[src/hdl/slattice_pkg.sv]
// Shared types, register codes and control program of the square lattice edge generator.
package slattice_pkg;

    localparam int SIZE_REGS  = 4;
    localparam int SIZE_BITS  = 16;
    localparam int OUT_BITS   = 32;
    localparam int CFG_IDX_W  = 4;
    localparam int CFG_DATA_W = 16;
    localparam int PC_BITS    = 4;

    typedef enum logic [CFG_IDX_W-1:0] {
        REG_NUM_DIMS      = 4'd0,
        REG_SIZE_DIM0     = 4'd1,
        REG_SIZE_DIM1     = 4'd2,
        REG_SIZE_DIM2     = 4'd3,
        REG_SIZE_DIM3     = 4'd4,
        REG_PERIODIC_MASK = 4'd5,
        REG_DIRECTED_MODE = 4'd6,
        REG_MUTUAL_MODE   = 4'd7
    } reg_index_t;

    typedef enum logic [3:0] {
        OP_FETCH,
        OP_TEST,
        OP_PROD,
        OP_FWD,
        OP_BWD,
        OP_FLUSH,
        OP_ADVANCE,
        OP_CLEAR,
        OP_STRIDE_TEST,
        OP_STRIDE_MUL,
        OP_STRIDE_DONE
    } op_t;

    typedef enum logic [2:0] {
        JMP_NEXT,
        JMP_ALWAYS,
        JMP_RESTART,
        JMP_DIMS_DONE,
        JMP_STRIDES_DONE
    } jump_t;

    typedef logic [PC_BITS-1:0] pc_t;

    typedef struct packed {
        op_t   op;
        jump_t jump;
        pc_t   target;
    } ucode_t;

    localparam pc_t PC_FETCH       = 4'd0;
    localparam pc_t PC_TEST        = 4'd1;
    localparam pc_t PC_PROD        = 4'd2;
    localparam pc_t PC_FWD         = 4'd3;
    localparam pc_t PC_BWD         = 4'd4;
    localparam pc_t PC_FLUSH       = 4'd5;
    localparam pc_t PC_ADVANCE     = 4'd6;
    localparam pc_t PC_CLEAR       = 4'd7;
    localparam pc_t PC_STRIDE_TEST = 4'd8;
    localparam pc_t PC_STRIDE_MUL  = 4'd9;
    localparam pc_t PC_STRIDE_DONE = 4'd10;

    function automatic ucode_t ucode_rom(input pc_t pc);
        ucode_t w;
        case (pc)
            PC_FETCH:       w = '{OP_FETCH,       JMP_RESTART,      PC_CLEAR};
            PC_TEST:        w = '{OP_TEST,        JMP_DIMS_DONE,    PC_FLUSH};
            PC_PROD:        w = '{OP_PROD,        JMP_NEXT,         PC_FETCH};
            PC_FWD:         w = '{OP_FWD,         JMP_NEXT,         PC_FETCH};
            PC_BWD:         w = '{OP_BWD,         JMP_ALWAYS,       PC_TEST};
            PC_FLUSH:       w = '{OP_FLUSH,       JMP_NEXT,         PC_FETCH};
            PC_ADVANCE:     w = '{OP_ADVANCE,     JMP_ALWAYS,       PC_FETCH};
            PC_CLEAR:       w = '{OP_CLEAR,       JMP_NEXT,         PC_FETCH};
            PC_STRIDE_TEST: w = '{OP_STRIDE_TEST, JMP_STRIDES_DONE, PC_STRIDE_DONE};
            PC_STRIDE_MUL:  w = '{OP_STRIDE_MUL,  JMP_ALWAYS,       PC_STRIDE_TEST};
            PC_STRIDE_DONE: w = '{OP_STRIDE_DONE, JMP_ALWAYS,       PC_TEST};
            default:        w = '{OP_FETCH,       JMP_RESTART,      PC_CLEAR};
        endcase
        return w;
    endfunction

endpackage

[src/hdl/square_lattice_edge_generator.sv]
// Square lattice edge generator: microcoded sequencer over a shared stride multiplier.
// A tick is accepted only in the fetch step, after the previous tick's last item has been loaded
// into the output register; a restart tick first recomputes the strides. The sequencer runs one
// step per cycle, except while it waits for a tick or is held by a stalled output.
// Reset: synchronous active-low aresetn; coordinates and index clear, strides go to one,
// registers take their listed reset values.
module square_lattice_edge_generator #(
    parameter int MAX_DIMS    = 4,
    parameter int VERTEX_BITS = 32
) (
    input  logic                                aclk,
    input  logic                                aresetn,
    // bit 0: restart
    input  logic                                s_tvalid,
    output logic                                s_tready,
    input  logic [7:0]                          s_tdata,
    // bits 31:0 from_vertex, 63:32 to_vertex
    output logic                                m_tvalid,
    input  logic                                m_tready,
    output logic [2*slattice_pkg::OUT_BITS-1:0] m_tdata,
    output logic                                m_tlast,
    // bit 0: edge_valid, bit 1: last_vertex
    output logic [1:0]                          m_tuser,
    input  logic                                cfg_valid,
    output logic                                cfg_ready,
    input  logic [slattice_pkg::CFG_IDX_W-1:0]  cfg_index,
    input  logic [slattice_pkg::CFG_DATA_W-1:0] cfg_data
);

    localparam int DW = $clog2(MAX_DIMS + 1);
    localparam int IW = (MAX_DIMS > 1) ? $clog2(MAX_DIMS) : 1;
    localparam int VB = VERTEX_BITS;
    localparam int SB = slattice_pkg::SIZE_BITS;
    localparam int OB = slattice_pkg::OUT_BITS;
    localparam logic [3:0]  MAX_DIMS_4 = 4'(MAX_DIMS);
    localparam logic [DW-1:0] MAX_DIMS_D = DW'(MAX_DIMS);

    // configuration
    logic [2:0]    num_dims_reg;
    logic [SB-1:0] size_reg [slattice_pkg::SIZE_REGS];
    logic [3:0]    periodic_mask_reg;
    logic          directed_reg;
    logic          mutual_reg;

    // sequencer and lattice state
    slattice_pkg::pc_t pc_reg, pc_next;
    logic [DW-1:0] d_reg, d_next;
    logic [SB-1:0] coord_reg [MAX_DIMS];
    logic [SB-1:0] coord_next [MAX_DIMS];
    logic [VB-1:0] vi_reg, vi_next;
    logic [VB-1:0] stride_reg [MAX_DIMS];
    logic [VB-1:0] stride_next [MAX_DIMS];
    logic [VB-1:0] prod_reg, prod_next;

    // pending result and output register
    logic          pend_valid_reg, pend_valid_next;
    logic [VB-1:0] pend_to_reg, pend_to_next;
    logic          m_tvalid_reg, m_tvalid_next;
    logic [OB-1:0] m_from_reg, m_from_next;
    logic [OB-1:0] m_to_reg, m_to_next;
    logic          m_last_reg, m_last_next;
    logic          m_edge_reg, m_edge_next;
    logic          m_lastv_reg, m_lastv_next;

    slattice_pkg::ucode_t uw;

    logic [SB-1:0] size_arr [MAX_DIMS];
    logic [SB-1:0] top_arr [MAX_DIMS];
    logic          per_arr [MAX_DIMS];
    logic [3:0]    nd4;
    logic [IW-1:0] di, pi;
    logic [SB-1:0] cur_sz, cur_top, cur_c;
    logic          cur_per;
    logic [VB-1:0] cur_stride;
    logic [VB-1:0] mul_a;
    logic [SB-1:0] mul_b;
    logic [VB+SB-1:0] mul_full;
    logic [VB-1:0] fwd_to, bwd_to, cand_to;
    logic          fwd_ok, bwd_ok, cand_ok;
    logic          last_now;
    logic          out_busy;
    logic          stall;
    logic          take;

    always_comb begin
        for (int k = 0; k < MAX_DIMS; k++) begin
            if (k < slattice_pkg::SIZE_REGS) begin
                size_arr[k] = (size_reg[k % slattice_pkg::SIZE_REGS] == '0) ? SB'(1)
                            : size_reg[k % slattice_pkg::SIZE_REGS];
                per_arr[k]  = periodic_mask_reg[k % slattice_pkg::SIZE_REGS];
            end else begin
                size_arr[k] = SB'(1);
                per_arr[k]  = 1'b0;
            end
            top_arr[k] = size_arr[k] - SB'(1);
        end
    end

    assign nd4 = ({1'b0, num_dims_reg} > MAX_DIMS_4) ? MAX_DIMS_4 : {1'b0, num_dims_reg};
    assign di  = d_reg[IW-1:0];
    assign pi  = IW'(d_reg - DW'(1));

    assign cur_sz     = size_arr[di];
    assign cur_top    = top_arr[di];
    assign cur_c      = coord_reg[di];
    assign cur_per    = per_arr[di];
    assign cur_stride = stride_reg[di];

    assign uw = slattice_pkg::ucode_rom(pc_reg);

    // shared multiplier: stride recurrence or wrap offset top*stride
    assign mul_a    = (uw.op == slattice_pkg::OP_STRIDE_MUL) ? stride_reg[pi] : cur_stride;
    assign mul_b    = (uw.op == slattice_pkg::OP_STRIDE_MUL) ? size_arr[pi] : cur_top;
    assign mul_full = (VB+SB)'(mul_a) * (VB+SB)'(mul_b);

    assign fwd_to = (cur_c != cur_top) ? (vi_reg + cur_stride) : (vi_reg - prod_reg);
    assign fwd_ok = (cur_per || (cur_c != cur_top)) && (fwd_to != vi_reg)
                 && ((cur_sz != SB'(2)) || (cur_c != SB'(1)) || directed_reg);
    assign bwd_to = (cur_c != '0) ? (vi_reg - cur_stride) : (vi_reg + prod_reg);
    assign bwd_ok = mutual_reg && directed_reg && (cur_per || (cur_c != '0))
                 && (bwd_to != vi_reg) && ((cur_sz != SB'(2)) || !cur_per);

    assign cand_to = (uw.op == slattice_pkg::OP_FWD) ? fwd_to : bwd_to;
    assign cand_ok = ((uw.op == slattice_pkg::OP_FWD) && fwd_ok)
                  || ((uw.op == slattice_pkg::OP_BWD) && bwd_ok);

    always_comb begin
        last_now = 1'b1;
        for (int k = 0; k < MAX_DIMS; k++) begin
            if ((4'(k) < nd4) && (coord_reg[k] != top_arr[k])) begin
                last_now = 1'b0;
            end
        end
    end

    assign out_busy = m_tvalid_reg && !m_tready;

    always_comb begin
        case (uw.op)
            slattice_pkg::OP_FETCH: stall = !s_tvalid;
            slattice_pkg::OP_FWD,
            slattice_pkg::OP_BWD:   stall = cand_ok && pend_valid_reg && out_busy;
            slattice_pkg::OP_FLUSH: stall = out_busy;
            default:                stall = 1'b0;
        endcase
    end

    always_comb begin
        case (uw.jump)
            slattice_pkg::JMP_ALWAYS:       take = 1'b1;
            slattice_pkg::JMP_RESTART:      take = s_tdata[0];
            slattice_pkg::JMP_DIMS_DONE:    take = (4'(d_reg) == nd4);
            slattice_pkg::JMP_STRIDES_DONE: take = (d_reg == MAX_DIMS_D);
            default:                        take = 1'b0;
        endcase
    end

    always_comb begin
        logic carry;
        pc_next         = pc_reg;
        d_next          = d_reg;
        coord_next      = coord_reg;
        vi_next         = vi_reg;
        stride_next     = stride_reg;
        prod_next       = prod_reg;
        pend_valid_next = pend_valid_reg;
        pend_to_next    = pend_to_reg;
        m_tvalid_next   = m_tvalid_reg && !m_tready;
        m_from_next     = m_from_reg;
        m_to_next       = m_to_reg;
        m_last_next     = m_last_reg;
        m_edge_next     = m_edge_reg;
        m_lastv_next    = m_lastv_reg;
        carry           = 1'b1;

        if (!stall) begin
            pc_next = take ? uw.target : slattice_pkg::pc_t'(pc_reg + 1'b1);
            case (uw.op)
                slattice_pkg::OP_FETCH: begin
                    d_next = '0;
                end
                slattice_pkg::OP_PROD: begin
                    prod_next = mul_full[VB-1:0];
                end
                slattice_pkg::OP_FWD,
                slattice_pkg::OP_BWD: begin
                    if (cand_ok) begin
                        if (pend_valid_reg) begin
                            m_tvalid_next = 1'b1;
                            m_from_next   = OB'(vi_reg);
                            m_to_next     = OB'(pend_to_reg);
                            m_last_next   = 1'b0;
                            m_edge_next   = 1'b1;
                            m_lastv_next  = last_now;
                        end
                        pend_valid_next = 1'b1;
                        pend_to_next    = cand_to;
                    end
                    if (uw.op == slattice_pkg::OP_BWD) begin
                        d_next = d_reg + DW'(1);
                    end
                end
                slattice_pkg::OP_FLUSH: begin
                    m_tvalid_next   = 1'b1;
                    m_from_next     = OB'(vi_reg);
                    m_to_next       = pend_valid_reg ? OB'(pend_to_reg) : '0;
                    m_last_next     = 1'b1;
                    m_edge_next     = pend_valid_reg;
                    m_lastv_next    = last_now;
                    pend_valid_next = 1'b0;
                end
                slattice_pkg::OP_ADVANCE: begin
                    for (int k = 0; k < MAX_DIMS; k++) begin
                        if ((4'(k) < nd4) && carry) begin
                            if (coord_reg[k] != top_arr[k]) begin
                                coord_next[k] = coord_reg[k] + SB'(1);
                                carry = 1'b0;
                            end else begin
                                coord_next[k] = '0;
                            end
                        end
                    end
                    vi_next = carry ? '0 : (vi_reg + VB'(1));
                end
                slattice_pkg::OP_CLEAR: begin
                    for (int k = 0; k < MAX_DIMS; k++) begin
                        coord_next[k] = '0;
                    end
                    vi_next       = '0;
                    stride_next[0] = VB'(1);
                    d_next        = DW'(1);
                end
                slattice_pkg::OP_STRIDE_MUL: begin
                    stride_next[di] = mul_full[VB-1:0];
                    d_next          = d_reg + DW'(1);
                end
                slattice_pkg::OP_STRIDE_DONE: begin
                    d_next = '0;
                end
                default: begin
                end
            endcase
        end
    end

    always_ff @(posedge aclk) begin
        if (!aresetn) begin
            num_dims_reg      <= 3'd1;
            for (int k = 0; k < slattice_pkg::SIZE_REGS; k++) begin
                size_reg[k] <= SB'(1);
            end
            periodic_mask_reg <= '0;
            directed_reg      <= 1'b0;
            mutual_reg        <= 1'b0;
            pc_reg            <= slattice_pkg::PC_FETCH;
            d_reg             <= '0;
            for (int k = 0; k < MAX_DIMS; k++) begin
                coord_reg[k]  <= '0;
                stride_reg[k] <= VB'(1);
            end
            vi_reg            <= '0;
            pend_valid_reg    <= 1'b0;
            m_tvalid_reg      <= 1'b0;
        end else begin
            if (cfg_valid) begin
                case (slattice_pkg::reg_index_t'(cfg_index))
                    slattice_pkg::REG_NUM_DIMS:      num_dims_reg      <= cfg_data[2:0];
                    slattice_pkg::REG_SIZE_DIM0:     size_reg[0]       <= cfg_data;
                    slattice_pkg::REG_SIZE_DIM1:     size_reg[1]       <= cfg_data;
                    slattice_pkg::REG_SIZE_DIM2:     size_reg[2]       <= cfg_data;
                    slattice_pkg::REG_SIZE_DIM3:     size_reg[3]       <= cfg_data;
                    slattice_pkg::REG_PERIODIC_MASK: periodic_mask_reg <= cfg_data[3:0];
                    slattice_pkg::REG_DIRECTED_MODE: directed_reg      <= cfg_data[0];
                    slattice_pkg::REG_MUTUAL_MODE:   mutual_reg        <= cfg_data[0];
                    default: begin
                    end
                endcase
            end
            pc_reg         <= pc_next;
            d_reg          <= d_next;
            coord_reg      <= coord_next;
            stride_reg     <= stride_next;
            vi_reg         <= vi_next;
            pend_valid_reg <= pend_valid_next;
            m_tvalid_reg   <= m_tvalid_next;
        end
        prod_reg    <= prod_next;
        pend_to_reg <= pend_to_next;
        m_from_reg  <= m_from_next;
        m_to_reg    <= m_to_next;
        m_last_reg  <= m_last_next;
        m_edge_reg  <= m_edge_next;
        m_lastv_reg <= m_lastv_next;
    end

    assign s_tready  = (uw.op == slattice_pkg::OP_FETCH);
    assign cfg_ready = 1'b1;
    assign m_tvalid  = m_tvalid_reg;
    assign m_tdata   = {m_to_reg, m_from_reg};
    assign m_tlast   = m_last_reg;
    assign m_tuser   = {m_lastv_reg, m_edge_reg};

endmodule
[config.mk]
export PLATFORM = sky130hd
export DESIGN_NAME = square_lattice_edge_generator
export DESIGN_NICKNAME = d
export VERILOG_FILES = /design/src/hdl/slattice_pkg.sv /design/src/hdl/square_lattice_edge_generator.sv
export SDC_FILE = /design/constraint.sdc
export NUM_CORES = 2
export LEC_CHECK = 0
export BUFFER_PORTS_ARGS = -buffer_cell sky130_fd_sc_hd__buf_2
export CAP_MARGIN = 20
export CORE_UTILIZATION = 55
export CTS_CLUSTER_DIAMETER = 80
export DETAILED_ROUTE_END_ITERATION = 8
export GPL_TIMING_DRIVEN = 0
export PLACE_DENSITY_LB_ADDON = 0.25
export SETUP_SLACK_MARGIN = 0.3
export SYNTH_ARGS = -nofsm -noshare
export SYNTH_HDL_FRONTEND = slang
export SYNTH_SLANG_ARGS = --single-unit
[constraint.sdc]
create_clock -name aclk -period 12.6 [get_ports aclk]
set_input_delay 0.63 -clock aclk [delete_from_list [all_inputs] [get_ports aclk]]
set_output_delay 0.63 -clock aclk [all_outputs]
set_load 0.01 [all_outputs]
======== After elaboration in Yosys (flattened, before gate mapping) ========
Memory sizes are Yosys's and may differ from the RTL's. A register that Yosys moved wholly into a read port is not among the register bits.
Cells that the tools add are included.
Widths: inputs -> output; s select.
word-level totals
  bits in writable memories ............... 64
  memories kept ........................... 2
  bits in read-only memories .............. 176
  word-level logic and storage cells ...... 268
  register bits ........................... 373
  input bits .............................. 33
cells by class
  bitwise gates (word level) .............. 7
  $lt $le $gt $ge ......................... 8
  equal/unequal tests ..................... 37
  $mul .................................... 1
  reduce and logical (&&, ||, !) cells .... 57
  add/sub/neg operators ................... 16
  mux-type cells .......................... 116
memories
  memory            depth  width  read ports  clocked after Yosys merged registers in  write ports  line                                 RTL
  (name not given)  16     11     1           1                                        0            slattice_pkg.sv:66                   case (pc)
  size_reg          4      16     4           0                                        4            square_lattice_edge_generator.sv:40  logic [SB-1:0] size_reg [slattice_pkg::SIZE_REGS];
operator list
  operator               number
  $mux 32                15
  $mux 16                25
  $pmux 32 s2            4
  $bmux 16 s2            4
  $bmux 32 s2            2
  $bwmux 128             1
  $pmux 64 s2            1
  $ne 16x16->1           5
  $add 16x1->16 const B  4
  $add 32x32->32         2
  $demux 32 s2           1
  $logic_not 16->1       4
  $ne 32x32->1           2
  $sub 16x1->16 const B  4
  $sub 32x32->32         2
  $mux 1                 49
  $add 32x1->32 const B  1
  $eq 4x3->1 const B     8
  $mul 32x16->32         1
  $reduce_and 3->1       7
  $logic_and 1x1->1      19
  $eq 4x2->1 const B     4
  $ne 16x1->1 const B    1
  $ne 16x2->1 const B    1
  34 further kinds       75

======== Longest topological paths before layout ========
An unclocked memory read counts as a cell.
  depth after elaboration ................. 32
  gate-level depth with buffers ........... 39

======== Least setup slack after synthesis ========
No wires, ideal clock.
  kind .................................... register to register
  start point ............................. memory size_reg[3][5] (netlist name)
  end point ............................... register m_edge_reg (enable)
  cell stages (with the launch flop) ...... 34
  setup time .............................. 0.492 ns
  arrival ................................. 11.432 ns
  path buffers ............................ 4
  setup slack ............................. 0.675 ns
  cell sequence ........................... edfxtp_1 > clkbuf_1 > nor4_1 > and4_1 > a21oi_1 > ha_1 > or3b_2 > or4_1 > xor2_1 > mux4_2 > xor2_1 > o211ai_1 > or4_4 > or2_2 > clkbuf_1 > clkbuf_1 > nand2_1 > o21ai_0 > ha_1 > fa_1 > a21o_1 > a221oi_2 > a211oi_1 > o41a_1 > a21oi_1 > xnor3_1 > nor4_1 > or4bb_1 > or4_1 > a311oi_2 > o31ai_4 > a21o_4 > buf_6 > nor2_1
RTL lines
  item                    line                                  RTL
  start: declaration      square_lattice_edge_generator.sv:40
  end signal: assignment  square_lattice_edge_generator.sv:292  m_edge_reg <= m_edge_next;
  end: declaration        square_lattice_edge_generator.sv:62   logic m_edge_reg, m_edge_next;

==> impl_metrics.csv <==
group,metric,value,unit
sta,slew_headroom,0.219,
logic_synthesis,synth_flop_cell,"dfxtp_1",
critical_path,setup.worst_path.start_class,"flip-flop",
final_layout,area_growth_syn_to_layout,8.91,%
die,num_rows,99,
sta,clock.fmax,82.8,MHz
placement,place_ws,-1.11,ns
sta,rsz0062_at_grt,"true",
logic_synthesis,ys_warn_count,0,
sta,finClkSkew,0.0187,ns
critical_path,critPathRequiredTime,12.83,ns
clock_network,ctsHoldBuffers,0,
sta,tightest_slew,1.17,ns
logic_synthesis,synth_top_area_frac,0.149,
die,io-pin-count,103,
clock_network,cts_tree,"built",
logic_synthesis,yosys-top-cells-area,"fa_1 (15%), edfxtp_1 (14%), dfxtp_1 (12%), nand2_1 (5.6%), mux4_2 (5.5%)",
critical_path,slowest_delay,0.76,ns
logic_synthesis,yosys_register_bits,447,
logic_synthesis,synth_async_sr_flop_share,0,
route,first_pass_iters,6,
clock_network,path_clk_slew,0.06,ns
logic_synthesis,synth_top_cell_by_area,"fa_1",
critical_path,crit_slowest_cell,"or4b_2",
die,dieWidth,276,um
critical_path,cp_data_arrival_time,12.30,ns
grt,grt_first_pass_wirelength,218000,um
placement,hpwl,117000,um
critical_path,critPathKind,"reg -> reg",
pwr,p_clk_frac,0.324,
grt,grt_start_max_net_pins,37,
sta,setup_total_negative_slack,0,ns
pwr,comb_power_share,0.311,
placement,gp_congestion,1.05,
route,drc,0,
sta,setup_viol_count_final,0,
die,fp.dieH,276,um
final_layout,largest_reg_flops,128,
sta,min_period,12.07,ns
final_layout,layout_common_cells,"nand2_1 (611), nor2_1 (465), inv_1 (363)",
critical_path,crit_path_end_kind,"flip-flop",
clock_network,cts_setup_buffers,0,
sta,worst_hold_slack,0.326,ns
logic_synthesis,ys_types,103,
pwr,vdd_drop_max,0.0918,mV
route,wl,148000,um
pwr,p_int,2.99,mW
logic_synthesis,syn_area,41200,sq um
logic_synthesis,seq_area_frac_synth,0.265,
sta,setup_slack,0.527,ns
final_layout,layout-drive-gt1-share,0.0921,
final_layout,mostFrequentLayoutCell,"nand2_1",
grt,grt_use_total,0.388,
grt,antenna_found_initial,2,
sta,slew_viol_final,0,
clock_network,clk_latency,0.62,ns
logic_synthesis,avgSynthCellArea,8.96,sq um
route,vias,36400,
final_layout,fin_util,0.610,
sta,finalCritPeriodShare,0.958,
pwr,seqPwrFrac,0.366,
logic_synthesis,synthesis.nets,5081,
route,drt_iter0_markers,4225,
final_layout,finalInstanceArea,44900,sq um
clock_network,cts_root_buf,"clkbuf_16",
placement,dp.cells,5659,
route,via_per_inst,6.32,
die,coreArea,73600,sq um
grt,overflow,0,
clock_network,htree_levels,2,
status,run_status,"completed",
worst_hold_path,hold_class,"in -> reg",
pwr,total_power,4.67,mW
placement,placed_area,43000,sq um
die,floorplan.die_area,76000,sq um
final_layout,fin_nets,5241,
job,max_cap_viol_count,0,
pwr,p_switching,1.68,mW
sta,hold_violations,0,
critical_path,path_max_fanout,32,
pwr,swShare,0.360,
clock_network,clkSinkCount,447,
clock_network,cts_buffers,50,
pwr,p_per_area,104,nW/um^2
die,initial_utilization,0.560,
final_layout,n_antenna_cell,0,
final_layout,final_cells,5756,
route,wl_per_cell,25.7,um
logic_synthesis,synth_edf_count,195,
logic_synthesis,synthCells,4598,
placement,io_buffers,93,
clock_network,clk_path_buf_depth,3,
route,ant_nets,0,
grt,grt_pass1_vias,34200,
pwr,p_leak,17.1,nW
worst max-delay path, delay by kind of cell (launching register included):
kind	cells	cell delay, ns
buf+inv	4	1.05
flops	1	0.36
fa+ha+maj	3	1.09
compound gates	8	2.29
simple gates	14	5.39
xor+xnor	3	0.83
mux	1	0.64
kinds of logic (layout without fill, tap and decap cells):
kind of cell / Yosys count / count (layout) / synth area share
compound gates: 706 / 706 / 0.114
other cells: 1 / 1 / 0.0000910
mux: 199 / 199 / 0.0802
buf+inv: 617 / 815 / 0.0573
simple gates: 1817 / 1818 / 0.212
xor+xnor: 361 / 361 / 0.0791
fa+ha+maj: 450 / 450 / 0.192
flops: 447 / 447 / 0.265
power groups by stage:
stage | logic (mW) | registers (mW) | clock network (mW)
floorplan | 0.893 | 1.72 | 0
global placement | 1.37 | 1.74 | 0
detailed placement | 1.39 | 1.73 | 0
CTS | 1.40 | 1.70 | 1.52
global route | 1.53 | 1.71 | 1.57
finish | 1.45 | 1.71 | 1.51
metal layers:
metal	routed length, um	GRT usage	share of wire
met5	0	0	0
met3	14500	0.0791	0.098
met1	57700	0.510	0.39
met2	66600	0.603	0.45
met4	9310	0.210	0.063
path summary, 6_finish.rpt:
check / startpoint / end / slack [ns] / cells after the start
hold reg to reg: stride_reg[61] / stride_reg[61] / 0.47 / 2
setup / recovery: size_reg[0][3] / pend_to_reg[30] / 0.53 / 33
setup reg to reg: size_reg[0][3] / pend_to_reg[30] / 0.53 / 33
hold / removal: m_tready / m_tvalid / 0.33 / 3
cells in the mapped netlist, types with 45 or more instances:
cell	instances
fa_1	306
mux2i_1	61
o21ai_0	107
xnor2_1	211
dfxtp_1	252
nand2_1	611
xor2_1	143
ha_1	144
a21oi_1	221
inv_1	363
mux4_2	101
nor3_1	88
nand3_1	69
clkbuf_1	211
nor4_1	50
edfxtp_1	195
nand4_1	45
nor2_1	466
nor2b_1	95
and2_1	137
layout make-up:
cell class | count | area (sq um)
clock inverters | 21 | 258
multi-input cells | 3535 | 28100
plain buffers | 252 | 1050
repair buffers | 107 | 611
well taps | 959 | 1200
clock buffers | 70 | 1400
fillers | 6394 | 28700
inverters | 365 | 1370
flip-flops and latches | 447 | 10900
what timing repair did:
action,in CTS,in global routing
pin swaps,1,0
endpoints found under the setup margin,188,163
resized for setup,18,61
gates cloned,1,0
No activity file was read; power rests on OpenSTA's default activity.
